==> src/hdl/pps_pkg.sv <==
// shared types, constants and the arctangent table for the pure pursuit steering core
`default_nettype none
package pps_pkg;

	localparam int CORDIC_ITERATIONS = 16;
	localparam int ITERS = (CORDIC_ITERATIONS > 32) ? 32 : CORDIC_ITERATIONS;

	localparam int CNT_W = 5;
	localparam logic [CNT_W-1:0] ITER_LAST = CNT_W'(ITERS - 1);
	localparam logic [CNT_W-1:0] DIV_LAST  = CNT_W'(13);
	localparam logic [CNT_W-1:0] K_MAX     = CNT_W'(31);

	localparam int OFS_W = 33;
	localparam int CRD_W = 56;
	localparam int ANG_W = 34;
	localparam int PRD_W = 50;

	localparam logic [15:0] STEER_ONE = 16'd16384;
	localparam logic        REG_MAX_STEER = 1'b0;
	localparam logic        REG_DRIVE_EN  = 1'b1;
	localparam logic        OP_UPDATE  = 1'b0;
	localparam logic        OP_REQUEST = 1'b1;

	typedef enum logic [3:0] {
		DP_HOLD,
		DP_CAPTURE,
		DP_NORM,
		DP_ZERO,
		DP_VLOAD,
		DP_VEC,
		DP_ALPHA,
		DP_ROT,
		DP_MUL,
		DP_SHIFT,
		DP_DIVLD,
		DP_DIV,
		DP_LATCH
	} dp_op_t;

	typedef struct packed {
		dp_op_t            op;
		logic [CNT_W-1:0]  iter;
	} dp_cmd_t;

	typedef struct packed {
		logic zero_case;
		logic norm_done;
	} dp_stat_t;

	function automatic logic [31:0] atan_lut(input logic [CNT_W-1:0] i);
		logic [31:0] r;
		case (i)
			5'd0:  r = 32'h20000000;
			5'd1:  r = 32'h12E4051E;
			5'd2:  r = 32'h09FB385B;
			5'd3:  r = 32'h051111D4;
			5'd4:  r = 32'h028B0D43;
			5'd5:  r = 32'h0145D7E1;
			5'd6:  r = 32'h00A2F61E;
			5'd7:  r = 32'h00517C55;
			5'd8:  r = 32'h0028BE53;
			5'd9:  r = 32'h00145F2F;
			5'd10: r = 32'h000A2F98;
			5'd11: r = 32'h000517CC;
			5'd12: r = 32'h00028BE6;
			5'd13: r = 32'h000145F3;
			5'd14: r = 32'h0000A2F9;
			5'd15: r = 32'h0000517C;
			5'd16: r = 32'h000028BE;
			5'd17: r = 32'h0000145F;
			5'd18: r = 32'h00000A2F;
			5'd19: r = 32'h00000517;
			5'd20: r = 32'h0000028B;
			5'd21: r = 32'h00000145;
			5'd22: r = 32'h000000A2;
			5'd23: r = 32'h00000051;
			5'd24: r = 32'h00000028;
			5'd25: r = 32'h00000014;
			5'd26: r = 32'h0000000A;
			5'd27: r = 32'h00000005;
			5'd28: r = 32'h00000002;
			5'd29: r = 32'h00000001;
			default: r = 32'h00000000;
		endcase
		return r;
	endfunction

endpackage
`default_nettype wire

==> src/hdl/pps_if.sv <==
// request and result channel interfaces of the pure pursuit steering core
`default_nettype none
interface pps_item_if;
	logic               valid;
	logic               ready;
	logic               opcode;
	logic signed [31:0] target_x;
	logic signed [31:0] target_y;
	logic signed [31:0] vehicle_x;
	logic signed [31:0] vehicle_y;
	logic signed [15:0] heading;
	logic [15:0]        axle_spacing;
	modport source (output valid, opcode, target_x, target_y, vehicle_x, vehicle_y,
		heading, axle_spacing, input ready);
	modport sink (input valid, opcode, target_x, target_y, vehicle_x, vehicle_y,
		heading, axle_spacing, output ready);
endinterface

interface pps_result_if;
	logic               valid;
	logic               ready;
	logic signed [15:0] steer;
	modport source (output valid, steer, input ready);
	modport sink (input valid, steer, output ready);
endinterface
`default_nettype wire

==> src/hdl/pps_datapath.sv <==
// datapath: offset normalisation, shared cordic unit, multiplier and steer divider
`default_nettype none
module pps_datapath (
	input  wire logic                clk,
	input  wire logic                arst_n,
	input  wire pps_pkg::dp_cmd_t    cmd,
	output pps_pkg::dp_stat_t        stat,
	input  wire logic signed [31:0]  target_x,
	input  wire logic signed [31:0]  target_y,
	input  wire logic signed [31:0]  vehicle_x,
	input  wire logic signed [31:0]  vehicle_y,
	input  wire logic signed [15:0]  heading,
	input  wire logic [15:0]         axle_spacing,
	input  wire logic [14:0]         max_steer,
	output logic [15:0]              held_steer
);

	logic signed [pps_pkg::OFS_W-1:0] dx_q, dy_q, dx_in, dy_in;
	logic [pps_pkg::OFS_W-1:0]        adx, ady, mx_in, mx_q;
	logic [pps_pkg::CNT_W-1:0]        k_q;
	logic [15:0]                      wb_q, hd_q;
	logic signed [pps_pkg::CRD_W-1:0] x_q, y_q, mag_q, xs, ys, x_nx, y_nx;
	logic signed [pps_pkg::CRD_W-1:0] src_x, src_y, num_ext, num_sh;
	logic signed [pps_pkg::ANG_W-1:0] z_q, z_nx, at_ext;
	logic signed [pps_pkg::PRD_W-1:0] prod_q, prod;
	logic [31:0]                      at, a0, a1;
	logic                             dir;
	logic [33:0]                      rem_q, rem_in;
	logic [29:0]                      dv_q;
	logic [13:0]                      quo_q;
	logic                             clamp_q, neg_q, ge;
	logic [32:0]                      abs_delta;
	logic [15:0]                      mag16;

	always_comb begin
		dx_in = {target_x[31], target_x} - {vehicle_x[31], vehicle_x};
		dy_in = {target_y[31], target_y} - {vehicle_y[31], vehicle_y};
		adx = dx_in[pps_pkg::OFS_W-1] ? -dx_in : dx_in;
		ady = dy_in[pps_pkg::OFS_W-1] ? -dy_in : dy_in;
		mx_in = (adx > ady) ? adx : ady;

		stat.norm_done = (mx_q[32:31] != 2'b00) || (k_q == pps_pkg::K_MAX);
		stat.zero_case = ((dx_q == '0) && (dy_q == '0)) || (wb_q == '0) || (max_steer == '0);

		xs = x_q >>> cmd.iter;
		ys = y_q >>> cmd.iter;
		at = pps_pkg::atan_lut(cmd.iter);
		at_ext = {2'b00, at};
		dir = (cmd.op == pps_pkg::DP_VEC) ? y_q[pps_pkg::CRD_W-1] : !z_q[pps_pkg::ANG_W-1];
		x_nx = dir ? x_q - ys : x_q + ys;
		y_nx = dir ? y_q + xs : y_q - xs;
		z_nx = dir ? z_q - at_ext : z_q + at_ext;

		a0 = z_q[31:0] - {hd_q, 16'h0000};
		a1 = (a0 >= 32'h4000_0000 && a0 < 32'hC000_0000) ? 32'h8000_0000 - a0 : a0;

		prod = $signed({1'b0, wb_q}) * $signed(y_q[32:0]);
		num_ext = {{(pps_pkg::CRD_W-pps_pkg::PRD_W-1){prod_q[pps_pkg::PRD_W-1]}}, prod_q, 1'b0};
		num_sh = (k_q == pps_pkg::K_MAX) ? (num_ext <<< 1) : (num_ext >>> (5'd30 - k_q));

		if (cmd.op == pps_pkg::DP_VLOAD) begin
			src_x = {{(pps_pkg::CRD_W-pps_pkg::OFS_W){dx_q[pps_pkg::OFS_W-1]}}, dx_q};
			src_y = {{(pps_pkg::CRD_W-pps_pkg::OFS_W){dy_q[pps_pkg::OFS_W-1]}}, dy_q};
		end else begin
			src_x = mag_q;
			src_y = num_sh;
		end

		abs_delta = z_q[31] ? -{1'b1, z_q[31:0]} : {1'b0, z_q[31:0]};
		rem_in = {1'b0, abs_delta} + {18'd0, max_steer, 1'b0};
		ge = rem_q >= {4'd0, dv_q};
		mag16 = clamp_q ? pps_pkg::STEER_ONE : {2'b00, quo_q};
	end

	always_ff @(posedge clk) begin
		unique case (cmd.op)
			pps_pkg::DP_CAPTURE: begin
				dx_q <= dx_in;
				dy_q <= dy_in;
				mx_q <= mx_in;
				k_q  <= '0;
				wb_q <= axle_spacing;
				hd_q <= heading;
			end
			pps_pkg::DP_NORM: begin
				dx_q <= dx_q <<< 1;
				dy_q <= dy_q <<< 1;
				mx_q <= mx_q << 1;
				k_q  <= k_q + 5'd1;
			end
			pps_pkg::DP_VLOAD, pps_pkg::DP_SHIFT: begin
				x_q <= src_x[pps_pkg::CRD_W-1] ? -src_x : src_x;
				y_q <= src_x[pps_pkg::CRD_W-1] ? -src_y : src_y;
				z_q <= src_x[pps_pkg::CRD_W-1] ? 34'sh0_8000_0000 : '0;
			end
			pps_pkg::DP_VEC, pps_pkg::DP_ROT: begin
				x_q <= x_nx;
				y_q <= y_nx;
				z_q <= z_nx;
			end
			pps_pkg::DP_ALPHA: begin
				mag_q <= x_q;
				x_q   <= 56'sd1 <<< 30;
				y_q   <= '0;
				z_q   <= {{2{a1[31]}}, a1};
			end
			pps_pkg::DP_MUL: prod_q <= prod;
			pps_pkg::DP_DIVLD: begin
				rem_q   <= rem_in;
				clamp_q <= rem_in >= {3'd0, max_steer, 16'h0000};
				dv_q    <= {max_steer, 15'd0};
				neg_q   <= z_q[31];
				quo_q   <= '0;
			end
			pps_pkg::DP_DIV: begin
				if (ge) begin
					rem_q <= rem_q - {4'd0, dv_q};
				end
				quo_q <= {quo_q[12:0], ge};
				dv_q  <= dv_q >> 1;
			end
			default: begin
			end
		endcase
	end

	always_ff @(posedge clk or negedge arst_n) begin
		if (!arst_n) begin
			held_steer <= '0;
		end else if (cmd.op == pps_pkg::DP_ZERO) begin
			held_steer <= '0;
		end else if (cmd.op == pps_pkg::DP_LATCH) begin
			held_steer <= neg_q ? -mag16 : mag16;
		end
	end

endmodule
`default_nettype wire

==> src/hdl/pps_ctrl.sv <==
// controller state machine sequencing one steer update through the datapath
`default_nettype none
module pps_ctrl (
	input  wire logic              clk,
	input  wire logic              arst_n,
	input  wire logic              start,
	input  wire pps_pkg::dp_stat_t stat,
	output pps_pkg::dp_cmd_t       cmd,
	output logic                   idle,
	output logic                   steer_valid
);

	typedef enum logic [10:0] {
		S_IDLE  = 11'b000_0000_0001,
		S_NORM  = 11'b000_0000_0010,
		S_VEC1  = 11'b000_0000_0100,
		S_ALPHA = 11'b000_0000_1000,
		S_ROT   = 11'b000_0001_0000,
		S_MUL   = 11'b000_0010_0000,
		S_SHIFT = 11'b000_0100_0000,
		S_VEC2  = 11'b000_1000_0000,
		S_DIVLD = 11'b001_0000_0000,
		S_DIV   = 11'b010_0000_0000,
		S_LATCH = 11'b100_0000_0000
	} state_t;

	state_t                     state_q, state_d;
	logic [pps_pkg::CNT_W-1:0]  cnt_q, cnt_d;
	logic                       steer_valid_q;

	always_comb begin
		state_d  = state_q;
		cnt_d    = cnt_q;
		cmd.op   = pps_pkg::DP_HOLD;
		cmd.iter = cnt_q;
		unique case (state_q)
			S_IDLE: begin
				if (start) begin
					cmd.op  = pps_pkg::DP_CAPTURE;
					state_d = S_NORM;
				end
			end
			S_NORM: begin
				if (stat.zero_case) begin
					cmd.op  = pps_pkg::DP_ZERO;
					state_d = S_IDLE;
				end else if (stat.norm_done) begin
					cmd.op  = pps_pkg::DP_VLOAD;
					cnt_d   = '0;
					state_d = S_VEC1;
				end else begin
					cmd.op = pps_pkg::DP_NORM;
				end
			end
			S_VEC1, S_ROT, S_VEC2: begin
				cmd.op = (state_q == S_ROT) ? pps_pkg::DP_ROT : pps_pkg::DP_VEC;
				cnt_d  = cnt_q + 5'd1;
				if (cnt_q == pps_pkg::ITER_LAST) begin
					cnt_d = '0;
					unique case (state_q)
						S_VEC1:  state_d = S_ALPHA;
						S_ROT:   state_d = S_MUL;
						default: state_d = S_DIVLD;
					endcase
				end
			end
			S_ALPHA: begin
				cmd.op  = pps_pkg::DP_ALPHA;
				state_d = S_ROT;
			end
			S_MUL: begin
				cmd.op  = pps_pkg::DP_MUL;
				state_d = S_SHIFT;
			end
			S_SHIFT: begin
				cmd.op  = pps_pkg::DP_SHIFT;
				state_d = S_VEC2;
			end
			S_DIVLD: begin
				cmd.op  = pps_pkg::DP_DIVLD;
				cnt_d   = '0;
				state_d = S_DIV;
			end
			S_DIV: begin
				cmd.op = pps_pkg::DP_DIV;
				cnt_d  = cnt_q + 5'd1;
				if (cnt_q == pps_pkg::DIV_LAST) begin
					cnt_d   = '0;
					state_d = S_LATCH;
				end
			end
			S_LATCH: begin
				cmd.op  = pps_pkg::DP_LATCH;
				state_d = S_IDLE;
			end
			default: state_d = S_IDLE;
		endcase
	end

	always_ff @(posedge clk or negedge arst_n) begin
		if (!arst_n) begin
			state_q       <= S_IDLE;
			cnt_q         <= '0;
			steer_valid_q <= 1'b0;
		end else begin
			state_q <= state_d;
			cnt_q   <= cnt_d;
			if (cmd.op == pps_pkg::DP_ZERO || cmd.op == pps_pkg::DP_LATCH) begin
				steer_valid_q <= 1'b1;
			end
		end
	end

	assign idle        = (state_q == S_IDLE);
	assign steer_valid = steer_valid_q;

	a_start_idle: assert property (@(posedge clk) disable iff (!arst_n)
		start |-> state_q == S_IDLE) else $error("update started while busy");
	a_start_norm: assert property (@(posedge clk) disable iff (!arst_n)
		(state_q == S_IDLE && start) |=> state_q == S_NORM) else $error("start not taken");
	a_latch_valid: assert property (@(posedge clk) disable iff (!arst_n)
		state_q == S_LATCH |=> steer_valid_q && state_q == S_IDLE) else $error("latch lost");
	a_cnt_bound: assert property (@(posedge clk) disable iff (!arst_n)
		(state_q == S_VEC1 || state_q == S_ROT || state_q == S_VEC2) |-> cnt_q <= pps_pkg::ITER_LAST)
		else $error("iteration count overrun");

endmodule
`default_nettype wire

==> src/hdl/pure_pursuit_steering_core.sv <==
// top level of the pure pursuit steering core: channels, register port and result stage
// an update holds the core through capture, up to 31 normalising shifts, three
// cordic passes of 16 iterations on the shared unit, multiply, shift and a 14-step divider
// a zero offset, zero wheelbase or zero max steer latches a zero steer
// with drive on and a steer latched, a request gets the held steer via the result register
// one update is in flight at a time; new requests wait until it has latched its steer
// asynchronous active-low reset clears the registers to their defaults and the held steer
`default_nettype none
module pure_pursuit_steering_core (
	input  wire logic        clk,
	input  wire logic        arst_n,
	pps_item_if.sink         item,
	pps_result_if.source     result,
	input  wire logic        psel,
	input  wire logic        penable,
	input  wire logic        pwrite,
	input  wire logic [2:0]  paddr,
	input  wire logic [31:0] pwdata,
	output logic [31:0]      prdata,
	output logic             pready
);

	logic [14:0]       max_steer_q;
	logic              drive_en_q;
	logic              out_valid_q;
	logic [15:0]       out_steer_q;
	logic              idle, steer_valid, item_fire, start;
	logic [15:0]       held_steer;
	pps_pkg::dp_cmd_t  cmd;
	pps_pkg::dp_stat_t stat;

	assign pready     = 1'b1;
	assign prdata     = (paddr[2] == pps_pkg::REG_DRIVE_EN) ? {31'd0, drive_en_q}
		: {17'd0, max_steer_q};
	assign item.ready = idle && (!out_valid_q || result.ready);
	assign item_fire  = item.valid && item.ready;
	assign start      = item_fire && (item.opcode == pps_pkg::OP_UPDATE);

	always_ff @(posedge clk or negedge arst_n) begin
		if (!arst_n) begin
			max_steer_q <= 15'd10430;
			drive_en_q  <= 1'b0;
		end else if (psel && penable && pwrite) begin
			if (paddr[2] == pps_pkg::REG_MAX_STEER) begin
				max_steer_q <= pwdata[14:0];
			end else begin
				drive_en_q <= pwdata[0];
			end
		end
	end

	always_ff @(posedge clk or negedge arst_n) begin
		if (!arst_n) begin
			out_valid_q <= 1'b0;
		end else if (item_fire && item.opcode == pps_pkg::OP_REQUEST && drive_en_q
				&& steer_valid) begin
			out_valid_q <= 1'b1;
		end else if (result.ready) begin
			out_valid_q <= 1'b0;
		end
	end

	always_ff @(posedge clk) begin
		if (item_fire) begin
			out_steer_q <= held_steer;
		end
	end

	assign result.valid = out_valid_q;
	assign result.steer = out_steer_q;

	pps_ctrl u_ctrl (
		.clk         (clk),
		.arst_n      (arst_n),
		.start       (start),
		.stat        (stat),
		.cmd         (cmd),
		.idle        (idle),
		.steer_valid (steer_valid)
	);

	pps_datapath u_datapath (
		.clk          (clk),
		.arst_n       (arst_n),
		.cmd          (cmd),
		.stat         (stat),
		.target_x     (item.target_x),
		.target_y     (item.target_y),
		.vehicle_x    (item.vehicle_x),
		.vehicle_y    (item.vehicle_y),
		.heading      (item.heading),
		.axle_spacing (item.axle_spacing),
		.max_steer    (max_steer_q),
		.held_steer   (held_steer)
	);

endmodule
`default_nettype wire
==> src/flat_wrapper.sv <==
// flat-port wrapper written by rule: the top's interface ports become plain ports
module pure_pursuit_steering_core_flat 
  (clk, arst_n, psel, penable, pwrite, paddr, pwdata, prdata, pready, item_valid, item_opcode, item_target_x, item_target_y, item_vehicle_x, item_vehicle_y, item_heading, item_axle_spacing, item_ready, result_valid, result_steer, result_ready);
  pps_item_if item_i ();
  pps_result_if result_i ();
  input  wire logic clk;
  input  wire logic arst_n;
  input  wire logic psel;
  input  wire logic penable;
  input  wire logic pwrite;
  input  wire logic [2:0] paddr;
  input  wire logic [31:0] pwdata;
  output logic [31:0] prdata;
  output logic pready;
  input wire logic [$bits(item_i.valid)-1:0] item_valid;
  input wire logic [$bits(item_i.opcode)-1:0] item_opcode;
  input wire logic [$bits(item_i.target_x)-1:0] item_target_x;
  input wire logic [$bits(item_i.target_y)-1:0] item_target_y;
  input wire logic [$bits(item_i.vehicle_x)-1:0] item_vehicle_x;
  input wire logic [$bits(item_i.vehicle_y)-1:0] item_vehicle_y;
  input wire logic [$bits(item_i.heading)-1:0] item_heading;
  input wire logic [$bits(item_i.axle_spacing)-1:0] item_axle_spacing;
  output wire logic [$bits(item_i.ready)-1:0] item_ready;
  output wire logic [$bits(result_i.valid)-1:0] result_valid;
  output wire logic [$bits(result_i.steer)-1:0] result_steer;
  input wire logic [$bits(result_i.ready)-1:0] result_ready;
  assign item_i.valid = item_valid;
  assign item_i.opcode = item_opcode;
  assign item_i.target_x = item_target_x;
  assign item_i.target_y = item_target_y;
  assign item_i.vehicle_x = item_vehicle_x;
  assign item_i.vehicle_y = item_vehicle_y;
  assign item_i.heading = item_heading;
  assign item_i.axle_spacing = item_axle_spacing;
  assign item_ready = item_i.ready;
  assign result_valid = result_i.valid;
  assign result_steer = result_i.steer;
  assign result_i.ready = result_ready;
  pure_pursuit_steering_core u_core (.clk(clk), .arst_n(arst_n), .item(item_i), .result(result_i), .psel(psel), .penable(penable), .pwrite(pwrite), .paddr(paddr), .pwdata(pwdata), .prdata(prdata), .pready(pready));
endmodule
==> config.mk <==
export PLATFORM = sky130hd
export DESIGN_NAME = pure_pursuit_steering_core_flat
export DESIGN_NICKNAME = d
export VERILOG_FILES = /design/src/hdl/pps_pkg.sv /design/src/hdl/pps_if.sv /design/src/hdl/pps_datapath.sv /design/src/hdl/pps_ctrl.sv /design/src/hdl/pure_pursuit_steering_core.sv /design/src/flat_wrapper.sv
export SDC_FILE = /design/constraint.sdc
export NUM_CORES = 2
export LEC_CHECK = 0
export BUFFER_PORTS_ARGS = -buffer_cell sky130_fd_sc_hd__buf_4
export CELL_PAD_IN_SITES_DETAIL_PLACEMENT = 0
export CELL_PAD_IN_SITES_GLOBAL_PLACEMENT = 2
export CORE_MARGIN = 3
export CORE_UTILIZATION = 37
export CTS_CLUSTER_DIAMETER = 30
export DETAILED_ROUTE_END_ITERATION = 16
export HOLD_SLACK_MARGIN = 0.15
export PLACE_DENSITY_LB_ADDON = 0.1
export SYNTH_ARGS = -nofsm -noshare
export SYNTH_HDL_FRONTEND = slang
export SYNTH_SLANG_ARGS = --single-unit
export TNS_END_PERCENT = 10
==> constraint.sdc <==
create_clock -name clk -period 10 [get_ports clk]
set_input_delay 3 -clock clk [delete_from_list [all_inputs] [get_ports clk]]
set_output_delay 3 -clock clk [all_outputs]
set_load 0.1 [all_outputs]
==> impl_metrics.toml <==
[cells_and_area]
multiInputGateArea_sq_um = 54170
layout_commonest_cell = "nand2_1"
instances_no_fill = 11450
mostFrequentLayoutCells = "nand2_1 (1064), inv_1 (795), nor2_1 (565), a21oi_1 (551), fa_1 (511)"
num-fill-cells = 20110
layout-drive-gt1-share_pct = 11.47
seq_area_sq_um = 15820
nNetsFinal = 9817
syn2layout_area_growth_pct = 13.42

[synthesis]
yosys_warnings = 0
synth_area_leaders = "edfxtp_1 (19%), fa_1 (14%), ha_1 (7.6%)"
ys_async_sr_fraction_pct = 9.363
netlist_area_sq_um = 74770
syn_area_per_cell_sq_um = 8.700
synth_top_area_cell = "edfxtp_1"
synth_seq_area_share_pct = 21.13
synth_cell_type_count = 97
synth_edf_count = 484
ys_seq_elements = 534
syn_inst = 8595
ys.flop_type = "edfxtp_1"
synth_top_area_share_pct = 19.44

[worst_setup_path]
crit_top_cell = "a21o_1"
arrival_ps = 9620
crit_path_end_kind = "register"
path_class = "in2reg"
start_kind = "input port"
cp_max_fo = 12
cp_num_buf_inv = 4
cp_top_family = "simple AND/OR/NAND/NOR gates"
worstPathRequired_ps = 10490
max_stage_delay_ps = 630
slowest_stage = "or4b_1"

[job]
drv_cap = 0

[clock_tree]
cts_max_path_buffers = 3
clock_latency_ps = 830
clock-sinks = 534
postCtsSetupRepairBufs = 0
ctsHoldBuffers = 0
cts_root_buf = "clkbuf_16"
clkTransAtPathRegs_ps = 50
htree_levels = 4
cts_tree = "yes"
cts_buffers = 163
cts_resized = 0

[route]
drt-pass1-iter-count = 5
drc = 0
drt-initial-drc-count = 4901
wirelength_um = 277500
num_vias = 65210
viasPerCell = 5.697
antenna_left = 0
wl_per_cell_um = 24.24

[floorplanning]
die_area_sq_um = 207500
ios = 254
placeableCoreArea_sq_um = 200300
die_x_um = 455.5
initial_core_util_pct = 37.34
rows = 164
die_h_um = 455.5

[min_path]
hold_class = "reg2reg"

[placement]
gp_congestion = 0.9204
dp.final_hpwl_um = 217300
numPortBuffers = 216
dp_cells = 11140

[timing]
fmax_mhz = 109.5
rsz0062_at_grt = "false"
post-route-min-period_ps = 9129
setup_viol = 0
slew_headroom_pct = 4.125
fin_crit_sh_pct = 91.29
worst_slew_pin_slew_ps = 1402
report.final.slew_viol_count = 0
hold_viol_final = 0
setup-tns-final_ps = 0
clock_skew_ps = 104.5

[grt]
grt_usage_pct = 26.13
grt_max_degree = 87
grt_pass1_vias = 66100
gr-total-overflow = 0
antenna_found_initial = 11
grt_pass1_wl_um = 418800

[run_status]
outcome = "finished clean"
==> stage by stage <==
step	instance area [sq um]	worst slack, ps	hold slack [ps]	util (%)
after floorplan	74840	883.1	424.8	-
after global placement	79170	267.8	434.8	39.53
after detailed placement	79170	238.1	438.9	39.53
after CTS	84800	1056	449.5	42.34
after global routing	84800	520.9	461.9	42.34
final	84810	870.6	447.9	42.35
==> worst paths after layout <==
path	startpoint	end	slack (ps)	cells past startpoint
setup / recovery	item_target_y[0]	u_core.u_datapath.mx_q[11]$_DFFE_PP_	870	28
hold / removal	u_core.u_datapath.held_steer[12]$_DFFE_PN0P_	u_core.result.steer[12]$_DFFE_PP_	450	0
setup reg to reg	u_core.u_datapath.y_q[4]$_DFFE_PP_	u_core.u_datapath.prod_q[46]$_DFFE_PN_	1110	24
hold reg to reg	u_core.u_datapath.held_steer[12]$_DFFE_PN0P_	u_core.result.steer[12]$_DFFE_PP_	450	0
max in group asynchronous	arst_n	u_core.u_ctrl.cnt_q[4]$_DFFE_PN0P_	7080	1
min in group asynchronous	arst_n	u_core.u_datapath.held_steer[6]$_DFFE_PN0P_	2250	1
==> kinds of logic (layout without fill, tap and decap cells) <==
logic type,after synthesis,in the layout,synth area share (%)
other,2,21,0.01004
DFF,534,534,21.13
muxes,476,476,9.844
xor gates and xnor gates,654,654,7.660
buffers and inverters,1301,1478,6.758
and+or+nand+nor,2717,2717,17.10
adders and majority gates,963,963,21.24
AOI/OAI and AO/OA,1948,1948,16.26
==> state kept, by name, summed over array words and instances (netlist names), 5 cells and up <==
| register | cells |
|---|---|
| u_core.max_steer_q | 15 |
| u_core.result.steer | 16 |
| u_core.u_ctrl.cnt_q | 5 |
| u_core.u_ctrl.state_q | 11 |
| u_core.u_datapath.dv_q | 30 |
| u_core.u_datapath.dx_q | 33 |
| u_core.u_datapath.dy_q | 33 |
| u_core.u_datapath.hd_q | 16 |
| u_core.u_datapath.held_steer | 16 |
| u_core.u_datapath.k_q | 5 |
| u_core.u_datapath.mag_q | 56 |
| u_core.u_datapath.mx_q | 33 |
| u_core.u_datapath.prod_q | 50 |
| u_core.u_datapath.quo_q | 14 |
| u_core.u_datapath.rem_q | 34 |
| u_core.u_datapath.wb_q | 16 |
| u_core.u_datapath.x_q | 56 |
| u_core.u_datapath.y_q | 56 |
| u_core.u_datapath.z_q | 34 |
==> worst register-to-register path: stages (launching register included) <==
cell and delay (ps):
edfxtp_1 1080, buf_4 330, nand2_1 80, fa_1 500, fa_1 490, inv_1 60
fa_1 530, inv_1 60, fa_1 520, fa_1 550, inv_1 50, fa_1 480
ha_1 370, and3_1 210, and3_1 210, a21boi_0 120, a31oi_1 660, and4b_1 410
o31a_1 240, o21ai_0 160, a221o_1 400, a311oi_1 540, o21bai_1 110, a21oi_1 190
xnor2_1 250
==> layout make-up <==
class,count,area share [%]
repair buffers,376,3.358
flip-flops and latches,534,18.65
clock inverters,106,1.558
multi-input cells,6776,63.88
well taps,2656,3.919
clock buffers,196,5.080
inverters,800,3.550
diodes,3,0.008852
==> cells in the mapped netlist (all sizes together) (14+ instances only) <==
library cell / instances
a2111oi: 17
a211o: 14
a211oi: 51
a21boi: 15
a21o: 194
a21oi: 554
a221oi: 19
a31oi: 83
and2: 265
and3: 50
buf: 122
clkbuf: 379
dfrtp: 41
edfxtp: 484
fa: 511
ha: 452
inv: 799
mux2: 75
mux2i: 201
mux4: 200
nand2: 1067
nand2b: 85
nand3: 120
nand3b: 19
nand4: 66
nor2: 569
nor2b: 69
nor3: 169
nor4: 75
o211ai: 36
o21a: 61
o21ai: 476
o21bai: 37
o22ai: 124
o31a: 19
o31ai: 75
o41ai: 14
or2: 32
or3: 47
or4: 22
xnor2: 363
xor2: 291
==> routing by layer <==
layer / up-vias / wire length (um) / GRT usage (%)
met2: 1875 / 134700 / 44.48
met5: - / 27 / 0
li1: 30330 / - / -
met1: 32560 / 119900 / 34.17
met4: 4 / 10410 / 9.430
met3: 449 / 12460 / 3.070
Power is left out: the tool's default activity adds up to more than one toggle a clock period on the data nets, which glitch-free logic cannot reach.
